<file path="config.mk">
export PLATFORM = sky130hd
export DESIGN_NAME = circular_deque_core
export DESIGN_NICKNAME = d
export VERILOG_FILES = /design/src/hw/rtl/cdq_pkg.sv /design/src/hw/rtl/cdq_ram.sv /design/src/hw/rtl/cdq_ctrl.sv /design/src/hw/rtl/circular_deque_core.sv
export SDC_FILE = /design/constraint.sdc
export NUM_CORES = 1
export LEC_CHECK = 0
export BUFFER_PORTS_ARGS = -buffer_cell sky130_fd_sc_hd__buf_2
export CORE_ASPECT_RATIO = 1.5
export CORE_MARGIN = 10
export CORE_UTILIZATION = 41
export DETAILED_ROUTE_END_ITERATION = 8
export SLEW_MARGIN = 20
export SYNTH_ARGS = -nofsm -noshare
export SYNTH_HDL_FRONTEND = slang
export SYNTH_HIERARCHICAL = 1
export SYNTH_SLANG_ARGS = --single-unit
</file>
<file path="constraint.sdc">
create_clock -name clk -period 4.9 [get_ports clk]
set_clock_uncertainty 0.2 [all_clocks]
set_input_delay 0.98 -clock clk [delete_from_list [all_inputs] [get_ports clk]]
set_output_delay 0.98 -clock clk [all_outputs]
set_load 0.01 [all_outputs]
</file>
<file path="src/hw/rtl/cdq_pkg.sv">
`timescale 1ns / 1ps

package cdq_pkg;

    localparam int DEPTH_DEFAULT = 16;
    localparam int WORD_W        = 32;
    localparam int CAP_W         = 5;
    localparam int MODE_W        = 3;
    localparam int CAP_RESET     = 16;

    localparam logic [MODE_W-1:0] MODE_PUSH_FRONT = 3'd0;
    localparam logic [MODE_W-1:0] MODE_PUSH_BACK  = 3'd1;
    localparam logic [MODE_W-1:0] MODE_POP_FRONT  = 3'd2;
    localparam logic [MODE_W-1:0] MODE_POP_BACK   = 3'd3;
    localparam logic [MODE_W-1:0] MODE_QUERY      = 3'd4;

    localparam logic [WORD_W-1:0] EMPTY_WORD = {WORD_W{1'b1}};

    typedef struct packed {
        logic ok;
        logic empty;
        logic full;
    } status_t;

endpackage

</file>
<file path="src/hw/rtl/cdq_ram.sv">
`timescale 1ns / 1ps

module cdq_ram #(
    parameter int WIDTH = 32,
    parameter int DEPTH = 16,
    parameter int AW    = (DEPTH > 1) ? $clog2(DEPTH) : 1
) (
    input  logic             clk,
    input  logic             we,
    input  logic [AW-1:0]    waddr,
    input  logic [WIDTH-1:0] wdata,
    input  logic [AW-1:0]    raddr_a,
    output logic [WIDTH-1:0] rdata_a,
    input  logic [AW-1:0]    raddr_b,
    output logic [WIDTH-1:0] rdata_b
);

    logic [WIDTH-1:0] mem [DEPTH];

    always_ff @(posedge clk)
    begin
        if (we)
        begin
            mem[waddr] <= wdata;
        end
        rdata_a <= mem[raddr_a];
        rdata_b <= mem[raddr_b];
    end

endmodule

</file>
<file path="src/hw/rtl/cdq_ctrl.sv">
`timescale 1ns / 1ps

module cdq_ctrl #(
    parameter int DEPTH = cdq_pkg::DEPTH_DEFAULT,
    parameter int AW    = (DEPTH > 1) ? $clog2(DEPTH) : 1
) (
    input  logic                        clk,
    input  logic                        rst_n,
    input  logic                        start,
    output logic                        busy,
    input  logic [cdq_pkg::MODE_W-1:0]  mode,
    input  logic [cdq_pkg::WORD_W-1:0]  value,
    input  logic                        capacity_we,
    input  logic [cdq_pkg::CAP_W-1:0]   capacity,
    output logic                        mem_we,
    output logic [AW-1:0]               mem_waddr,
    output logic [cdq_pkg::WORD_W-1:0]  mem_wdata,
    output logic [AW-1:0]               mem_raddr_front,
    output logic [AW-1:0]               mem_raddr_rear,
    output logic                        done,
    output cdq_pkg::status_t            status
);

    localparam int CAP_W = cdq_pkg::CAP_W;
    localparam int CW    = ((AW > CAP_W) ? AW : CAP_W) + 1;
    localparam logic [CAP_W-1:0] CAP_INIT =
        CAP_W'((cdq_pkg::CAP_RESET > DEPTH) ? DEPTH : cdq_pkg::CAP_RESET);

    localparam logic [1:0] ST_IDLE  = 2'd0;
    localparam logic [1:0] ST_READ  = 2'd1;
    localparam logic [1:0] ST_REPLY = 2'd2;

    function automatic logic [AW-1:0] step_up(input logic [AW-1:0] idx,
                                              input logic [CAP_W-1:0] cap);
        logic [CW-1:0] nxt;
        nxt = CW'(idx) + CW'(1);
        if (nxt >= CW'(cap))
        begin
            step_up = '0;
        end
        else
        begin
            step_up = nxt[AW-1:0];
        end
    endfunction

    function automatic logic [AW-1:0] step_down(input logic [AW-1:0] idx,
                                                input logic [CAP_W-1:0] cap);
        logic [CW-1:0] last;
        last = CW'(cap) - CW'(1);
        if (idx == '0)
        begin
            step_down = last[AW-1:0];
        end
        else
        begin
            step_down = idx - AW'(1);
        end
    endfunction

    logic [1:0]       state_reg, state_next;
    logic [AW-1:0]    head_reg, head_next;
    logic [AW-1:0]    tail_reg, tail_next;
    logic [CAP_W-1:0] occ_reg, occ_next;
    logic [CAP_W-1:0] cap_reg, cap_next;
    cdq_pkg::status_t status_reg, status_next;
    logic             accept;
    logic             is_full_now;
    logic             is_empty_now;
    logic [AW-1:0]    head_down;
    logic [CAP_W-1:0] cap_limited;

    assign accept       = start && !busy;
    assign busy         = (state_reg != ST_IDLE) || capacity_we;
    assign done         = (state_reg == ST_REPLY);
    assign status       = status_reg;
    assign is_full_now  = (occ_reg >= cap_reg);
    assign is_empty_now = (occ_reg == '0);
    assign head_down    = step_down(head_reg, cap_reg);

    assign mem_raddr_front = head_reg;
    assign mem_raddr_rear  = step_down(tail_reg, cap_reg);
    assign mem_wdata       = value;

    always_comb
    begin
        if (capacity == '0)
        begin
            cap_limited = CAP_W'(1);
        end
        else if (int'(capacity) > DEPTH)
        begin
            cap_limited = CAP_W'(DEPTH);
        end
        else
        begin
            cap_limited = capacity;
        end
    end

    always_comb
    begin
        state_next  = state_reg;
        head_next   = head_reg;
        tail_next   = tail_reg;
        occ_next    = occ_reg;
        cap_next    = cap_reg;
        status_next = status_reg;
        mem_we      = 1'b0;
        mem_waddr   = tail_reg;

        case (state_reg)
            ST_IDLE:
            begin
                if (capacity_we)
                begin
                    cap_next  = cap_limited;
                    head_next = '0;
                    tail_next = '0;
                    occ_next  = '0;
                end
                else if (accept)
                begin
                    status_next.ok = 1'b0;
                    case (mode)
                        cdq_pkg::MODE_PUSH_FRONT:
                        begin
                            if (!is_full_now)
                            begin
                                head_next      = head_down;
                                mem_we         = 1'b1;
                                mem_waddr      = head_down;
                                occ_next       = occ_reg + CAP_W'(1);
                                status_next.ok = 1'b1;
                            end
                        end
                        cdq_pkg::MODE_PUSH_BACK:
                        begin
                            if (!is_full_now)
                            begin
                                mem_we         = 1'b1;
                                mem_waddr      = tail_reg;
                                tail_next      = step_up(tail_reg, cap_reg);
                                occ_next       = occ_reg + CAP_W'(1);
                                status_next.ok = 1'b1;
                            end
                        end
                        cdq_pkg::MODE_POP_FRONT:
                        begin
                            if (!is_empty_now)
                            begin
                                head_next      = step_up(head_reg, cap_reg);
                                occ_next       = occ_reg - CAP_W'(1);
                                status_next.ok = 1'b1;
                            end
                        end
                        cdq_pkg::MODE_POP_BACK:
                        begin
                            if (!is_empty_now)
                            begin
                                tail_next      = step_down(tail_reg, cap_reg);
                                occ_next       = occ_reg - CAP_W'(1);
                                status_next.ok = 1'b1;
                            end
                        end
                        cdq_pkg::MODE_QUERY:
                        begin
                            status_next.ok = 1'b1;
                        end
                        default:
                        begin
                            status_next.ok = 1'b0;
                        end
                    endcase
                    status_next.empty = (occ_next == '0);
                    status_next.full  = (occ_next >= cap_reg);
                    state_next        = ST_READ;
                end
            end
            ST_READ:
            begin
                state_next = ST_REPLY;
            end
            ST_REPLY:
            begin
                state_next = ST_IDLE;
            end
            default:
            begin
                state_next = ST_IDLE;
            end
        endcase
    end

    always_ff @(posedge clk or negedge rst_n)
    begin
        if (!rst_n)
        begin
            state_reg <= ST_IDLE;
            head_reg  <= '0;
            tail_reg  <= '0;
            occ_reg   <= '0;
            cap_reg   <= CAP_INIT;
        end
        else
        begin
            state_reg <= state_next;
            head_reg  <= head_next;
            tail_reg  <= tail_next;
            occ_reg   <= occ_next;
            cap_reg   <= cap_next;
        end
    end

    always_ff @(posedge clk)
    begin
        status_reg <= status_next;
    end

    a_occ_bound: assert property (@(posedge clk) disable iff (!rst_n)
        occ_reg <= cap_reg)
        else $error("Occupancy exceeds the capacity in use.");

    a_head_bound: assert property (@(posedge clk) disable iff (!rst_n)
        CW'(head_reg) < CW'(cap_reg) && CW'(tail_reg) < CW'(cap_reg))
        else $error("A ring pointer lies outside the capacity in use.");

    a_read_then_reply: assert property (@(posedge clk) disable iff (!rst_n)
        (state_reg == ST_READ) |=> (state_reg == ST_REPLY))
        else $error("Read cycle was not followed by a reply.");

    a_accept_busy: assert property (@(posedge clk) disable iff (!rst_n)
        accept && !capacity_we |=> busy && !done)
        else $error("Accepted word did not make the block busy.");

    a_empty_flag: assert property (@(posedge clk) disable iff (!rst_n)
        done |-> (status_reg.empty == (occ_reg == '0)))
        else $error("Reported empty flag disagrees with the occupancy.");

endmodule

</file>
<file path="src/hw/rtl/circular_deque_core.sv">
`timescale 1ns / 1ps
// Double-ended queue of signed 32-bit words held in a ring memory.
// A command word (mode, value) is taken at a rising edge where start is high
// and busy is low. Modes are push front, push back, pop front, pop back and
// query; other codes do nothing and report ok low.
// Each command produces one result word, presented in the reply state after
// the read state: done is high for exactly one cycle with ok, front_value,
// rear_value, is_empty and is_full. The receiver cannot stall; the result
// must be taken then. busy stays high from the cycle after acceptance through
// the result cycle, so no new command is taken before the last one's result.
// The registered ring memory sets the steps: update pointers and write, read
// front and rear, then present the registered read data.
// The capacity register is written with capacity_we while no command is in
// flight. busy is also high in any cycle where capacity_we is high, so a
// command is never taken together with a write. A write empties the deque;
// zero is treated as one and values above DEPTH are limited to DEPTH.
// Reset empties the deque and sets the capacity to 16, or DEPTH if smaller.
// The ring memory itself is not cleared; only written entries are ever read.

module circular_deque_core #(
    parameter int DEPTH = cdq_pkg::DEPTH_DEFAULT
) (
    input  logic                               clk,
    input  logic                               rst_n,
    input  logic                               start,
    output logic                               busy,
    input  logic [cdq_pkg::MODE_W-1:0]         mode,
    input  logic signed [cdq_pkg::WORD_W-1:0]  value,
    input  logic                               capacity_we,
    input  logic [cdq_pkg::CAP_W-1:0]          capacity,
    output logic                               done,
    output logic                               ok,
    output logic signed [cdq_pkg::WORD_W-1:0]  front_value,
    output logic signed [cdq_pkg::WORD_W-1:0]  rear_value,
    output logic                               is_empty,
    output logic                               is_full
);

    localparam int AW = (DEPTH > 1) ? $clog2(DEPTH) : 1;

    logic                        mem_we;
    logic [AW-1:0]               mem_waddr;
    logic [cdq_pkg::WORD_W-1:0]  mem_wdata;
    logic [AW-1:0]               mem_raddr_front;
    logic [AW-1:0]               mem_raddr_rear;
    logic [cdq_pkg::WORD_W-1:0]  mem_rdata_front;
    logic [cdq_pkg::WORD_W-1:0]  mem_rdata_rear;
    cdq_pkg::status_t            status;

    cdq_ctrl #(
        .DEPTH (DEPTH),
        .AW    (AW)
    ) u_ctrl (
        .clk             (clk),
        .rst_n           (rst_n),
        .start           (start),
        .busy            (busy),
        .mode            (mode),
        .value           (value),
        .capacity_we     (capacity_we),
        .capacity        (capacity),
        .mem_we          (mem_we),
        .mem_waddr       (mem_waddr),
        .mem_wdata       (mem_wdata),
        .mem_raddr_front (mem_raddr_front),
        .mem_raddr_rear  (mem_raddr_rear),
        .done            (done),
        .status          (status)
    );

    cdq_ram #(
        .WIDTH (cdq_pkg::WORD_W),
        .DEPTH (DEPTH),
        .AW    (AW)
    ) u_ring (
        .clk     (clk),
        .we      (mem_we),
        .waddr   (mem_waddr),
        .wdata   (mem_wdata),
        .raddr_a (mem_raddr_front),
        .rdata_a (mem_rdata_front),
        .raddr_b (mem_raddr_rear),
        .rdata_b (mem_rdata_rear)
    );

    assign ok          = status.ok;
    assign is_empty    = status.empty;
    assign is_full     = status.full;
    assign front_value = status.empty ? $signed(cdq_pkg::EMPTY_WORD)
                                      : $signed(mem_rdata_front);
    assign rear_value  = status.empty ? $signed(cdq_pkg::EMPTY_WORD)
                                      : $signed(mem_rdata_rear);

endmodule

</file>
Yosys cells after proc, flatten, opt, wreduce, memory -nomap -nowiden
Memories as Yosys holds them, arrays and structs flattened. A register that Yosys moved wholly into a read port is not among the register bits.
Cells that the tools add are included.

storage, ports and cells
  flip-flop bits (word level) = 23
  bits in writable memories = 512
  output and inout bits = 69
  memories = 1

operators by class
  muxes and demuxes = 43
  add/subtract/negate cells = 7
  bitwise gates (word level) = 1
  equality and inequality tests = 12
  reduce and logical (&&, ||, !) cells = 22
  magnitude comparators = 5

memories
  memory      words  width  read ports  clocked after Yosys merged registers in  wr ports  RTL line       source
  u_ring.mem  16     32     2           2                                        1         cdq_ram.sv:18  logic [WIDTH-1:0] mem [DEPTH];

operators with widths
  operator                                                               count
  4-bit two-way mux                                                      17
  32-bit two-way mux                                                     2
  5-bit two-way mux                                                      9
  5-bit greater-or-equal comparator                                      4
  4-bit case mux with 2 select lines                                     2
  5-bit logical NOT                                                      3
  3-bit != test, second input constant                                   4
  4-bit by 1-bit subtractor with 4-bit output, second input constant     3
  4-bit by 1-bit adder with 5-bit output, second input constant          2
  5-bit case mux with 2 select lines                                     1
  5-bit AND reduction                                                    2
  4-bit logical NOT                                                      2
  1-bit two-way mux                                                      8
  3-bit by 2-bit equality test with 1-bit output, second input constant  2
  2-bit AND reduction                                                    3
  3-bit nonzero test                                                     2
  5-bit by 1-bit adder with 5-bit output, second input constant          1
  5-bit > comparator, second input constant                              1
  5-bit by 1-bit subtractor with 5-bit output, second input constant     1
  2-bit two-way mux                                                      2
  2-bit case mux with 2 select lines                                     1
  2-bit nonzero test                                                     2
  2-bit OR reduction                                                     2
  3-bit by 1-bit equality test with 1-bit output, second input constant  1
  13 further kinds                                                       13

Logic depth before layout (Yosys ltp)
  word-level depth = 9
  depth in mapped cells = 14
  depth with buffers taken out = 14

Hierarchy
The synthesis kept the hierarchy.

by module, submodules not included
  module               instances  cells an instance  area each (um^2)
  cdq_ram              1          1141               24203.2
  cdq_ctrl             1          276                2392.3
  circular_deque_core  1          71                 479.2

Worst setup path before layout
Ideal clock, no wire load.

  kind = input -> register
  start = input start
  end = memory u_ring.mem[0][0] (enable)
  setup time = 461 ps
  buffers on the path = 0
  path slack = -425 ps
  stages = 8
  arrival time = 4664 ps
  cells stage by stage = nand2_1 or2_2 inv_1 nand4_1 nand2_1 o21ai_0 or3b_2 nor3_1

RTL lines
  what               RTL line                   source
  from (decl)        circular_deque_core.sv:25  input logic start,
  1-bit logical AND  cdq_ctrl.sv:73             assign accept = start && !busy;
  4-bit two-way mux  cdq_ctrl.sv:122            else if (accept)
  4-bit two-way mux  cdq_ctrl.sv:115            if (capacity_we)
  4-bit two-way mux  cdq_ctrl.sv:112            case (state_reg)
  net mem_waddr[3]   circular_deque_core.sv:42  logic [AW-1:0] mem_waddr;
  to (decl)          cdq_ram.sv:18

The timed path passes the listed nets, and every way through them passes these cells.

Worst setup path in the final report
  start = register u_ctrl.occ_reg[0]
  end = memory u_ring.mem[14][9] (enable)

RTL lines
  what                               RTL line                   source
  from (decl)                        cdq_ctrl.sv:64             logic [CAP_W-1:0] occ_reg, occ_next;
  from (signal assigned)             cdq_ctrl.sv:210            occ_reg <= occ_next;
  5-bit greater-or-equal comparator  cdq_ctrl.sv:77             assign is_full_now = (occ_reg >= cap_reg);
  4-bit two-way mux                  cdq_ctrl.sv:128            if (!is_full_now)
  4-bit two-way mux                  -
  4-bit two-way mux                  cdq_ctrl.sv:122
  4-bit two-way mux                  cdq_ctrl.sv:115
  4-bit two-way mux                  cdq_ctrl.sv:112
  net mem_waddr[3]                   circular_deque_core.sv:42

The timed path passes the listed nets, and every way through them passes these cells.

==> key figures <==
GRT
  – Initial antenna violation count: 1
  – Largest net degree at the start of global routing: 85
  – Number of global-route vias before repair: 15700
  – First-pass GRT wire length: 102000 um
  – Total gr overflow: 0
  – Total track usage: 17.6%

Timing
  – Final TNS setup: 0 ns
  – Relative slew margins: 28.1%
  – Setup Viol. Count Final: 0
  – Transition time of the tightest slew-check pin: 1.08 ns
  – Final Critical Period: 4.31 ns
  – RSZ-0062 raised after global routing: no
  – Pins Over Slew Limit: 0
  – Final period util: 87.9%
  – Final hold violation count: 0
  – FMAX: 232 MHz

Clock network
  – Clk buf depth: 3
  – H-tree levels: 2
  – Resized Gates After CTS: 0
  – Total CTS buffers: 56
  – Worst-path clk slew: 0.06 ns
  – CTS sink cnt: 599
  – Clk Latency, worst-skew pair: 0.62 ns
  – TritonCTS clock tree: done
  – Hold_buf cts: 0
  – Root Buffer: clkbuf_16
  – Post CTS Setup Buffer Count: 0

Yosys
  – Sequential-to-total area share from yosys stat: 63.7%
  – Synth Instances: 1488
  – Synth top area cells: edfxtp_1 57%, mux4_2 21%, dfxtp_1 4.7%
  – Flops & latches, synth: 599
  – Synth cell count leaders: 515 x edfxtp_1, 256 x mux4_2, 134 x a22oi_1, 76 x nand2_1
  – Yosys top cell area share: 57.1%
  – Top-count cell post-synth: edfxtp_1
  – Area leader, netlist: edfxtp_1
  – Synth Warn #: 6
  – Async set-or-reset flop fraction in the synthesized netlist: 3.34%
  – Synth unique cells: 64
  – Top_reg_cell synth: edfxtp_1
  – Syn_area_per_cell: 18.2 sq um
  – Number of synthesized flops with an enable pin: 515
  – Mapped cell area: 27100 sq um
  – Mapped Nets: 1559

Final layout
  – Ant. Diodes: 0
  – Biggest regs: u_ring/mem (512), u_ring/rdata_a (32), u_ring/rdata_b (32)
  – Nets: 1637
  – Largest register by flop count: u_ring/mem
  – Final Cell Area: 30600 sq um
  – Synth-to-Final Area Change: 13.0%
  – Max reg flops: 512
  – Proportion of layout cells with a drive suffix above 1: 33.5%

Pwr
  – Peak supply drop: 0.276 mV
  – Pwr Density: 417 nW/um^2
  – LEAKAGE: 9.94 nW

Detailed routing
  – Final WL: 68300 um
  – # DRC: 0
  – Post-route ant nets: 0
  – WL/cell: 27.4 um
  – DRT Pass-1 Iters: 5
  – Via count: 14600
  – First DRT Iteration DRCs: 1107
  – Vias per cell: 5.86

Worst setup path
  – Critical Path RT: 5.00 ns
  – Crit Path Class: reg2reg
  – Crit path DAT: 4.40 ns
  – Critical Path Source Type: register
  – Crit-path max FO: 22
  – CP endpoint kind: register

Floorplan
  – Core Region: 65500 sq um
  – Die W: 230 um
  – Initial Util: 41.4%
  – Rows: 115
  – Ports: 113
  – Die span in y: 335 um
  – DIE AREA: 76900 sq um

Place
  – DP HPWL: 40300 um
  – RePlAce Congestion: 0.805
  – Placed cell area: 28600 sq um
  – Port Buffers: 112

Min path
  – Hold Path Class: in2async

Job
  – Max Cap Viol: 0

Outcome
  – Status: completed
## cell families after synthesis
logic type               Yosys count  share of synthesized area (%)
flip-flops                       599                           63.7
multiplexers                     262                           21.5
AND/OR/NAND/NOR                  232                           4.51
AO/OA/AOI/OAI                    206                           5.57
buffers and inverters            155                           3.21
adder cells (fa/ha/maj)           27                           1.25
XOR/XNOR                           7                          0.226
## path summary, 6_finish.rpt
kind / from / to / slack [ns] / depth (start not counted)
worst min register to register: u_ctrl/state_reg[1] / u_ctrl/state_reg[1] / 0.30 / 1
worst max register to register: u_ctrl/occ_reg[0] / u_ring/mem[14][9] / 0.59 / 10
worst min-delay path: rst_n / u_ctrl/occ_reg[3] / 0.14 / 1
max in group asynchronous: rst_n / u_ctrl/mem_raddr_front[0] / 3.98 / 1
min in group clk: u_ctrl/state_reg[1] / u_ctrl/state_reg[1] / 0.30 / 1
worst max-delay path: u_ctrl/occ_reg[0] / u_ring/mem[14][9] / 0.59 / 10
## metrics by stage
stage               power [mW]  setup slack, ns  std cells  utilization (%)  hold slack (ns)
floorplan                 7.50            0.447       1488                -            0.263
global placement          8.32            0.708       2385             43.8            0.283
detailed placement        8.33            0.607       2385             43.8            0.304
CTS                       12.9            0.666       2491             46.7            0.125
global route              13.2            0.294       2491             46.7            0.155
finish                    12.8            0.592       2491             46.7            0.138
## critical path: stages (launching register included)
cell and delay [ns]:
dfrtp_1 0.47, inv_1 0.14, ha_1 0.30, nor2b_1 0.13, o21ai_1 0.14, a21oi_1 0.39, nand4_1 0.40, o21ai_0 0.46
nand3_1 0.43, nor2_4 0.60, buf_12 0.30
## power by group
part	internal, mW	switching [mW]
clock network	2.66	1.91
registers	5.74	0.0752
logic	0.989	1.37
## cells in the final DEF, fill, tap and decap left out, drive strengths merged, types with 2 or more instances in the layout
cell type,instances
edfxtp,515
mux4,256
buf,151
a22oi,135
nand2,76
clkbuf,72
or2,66
dfxtp,64
ha,27
nor2,27
inv,25
o21ai,25
clkinv,22
dfrtp,19
a21oi,12
nand3b,10
nor2b,10
nand3,9
bufinv,8
o2bb2ai,8
nand2b,7
nor3,6
and2,5
xnor2,4
mux2i,4
clkinvlp,3
xor2,3
nor3b,3
and3,3
or3,3
a31oi,3
a22o,3
a2111oi,3
o211ai,3
a21o,2
mux2,2
a211oi,2
or3b,2
a21bo,2
## area by class of cell
type / instances / area, sq um
clock inverter: 34 / 388
inverter: 24 / 90.1
sequential: 599 / 17300
fill: 5526 / 34900
tap: 877 / 1100
timing repair buffer: 151 / 1040
clock buffer: 72 / 1550
multi-input combinational: 734 / 9160
## metal layers
metal | vias to the layer above | routed length, um | track usage, %
li1 | 6289 | - | -
met1 | 7744 | 25700 | 20.5
met2 | 444 | 37300 | 32.6
met3 | 117 | 3360 | 2.80
met4 | 2 | 1980 | 5.71
met5 | - | 9 | 0
No activity file was read; power rests on OpenSTA's default activity.
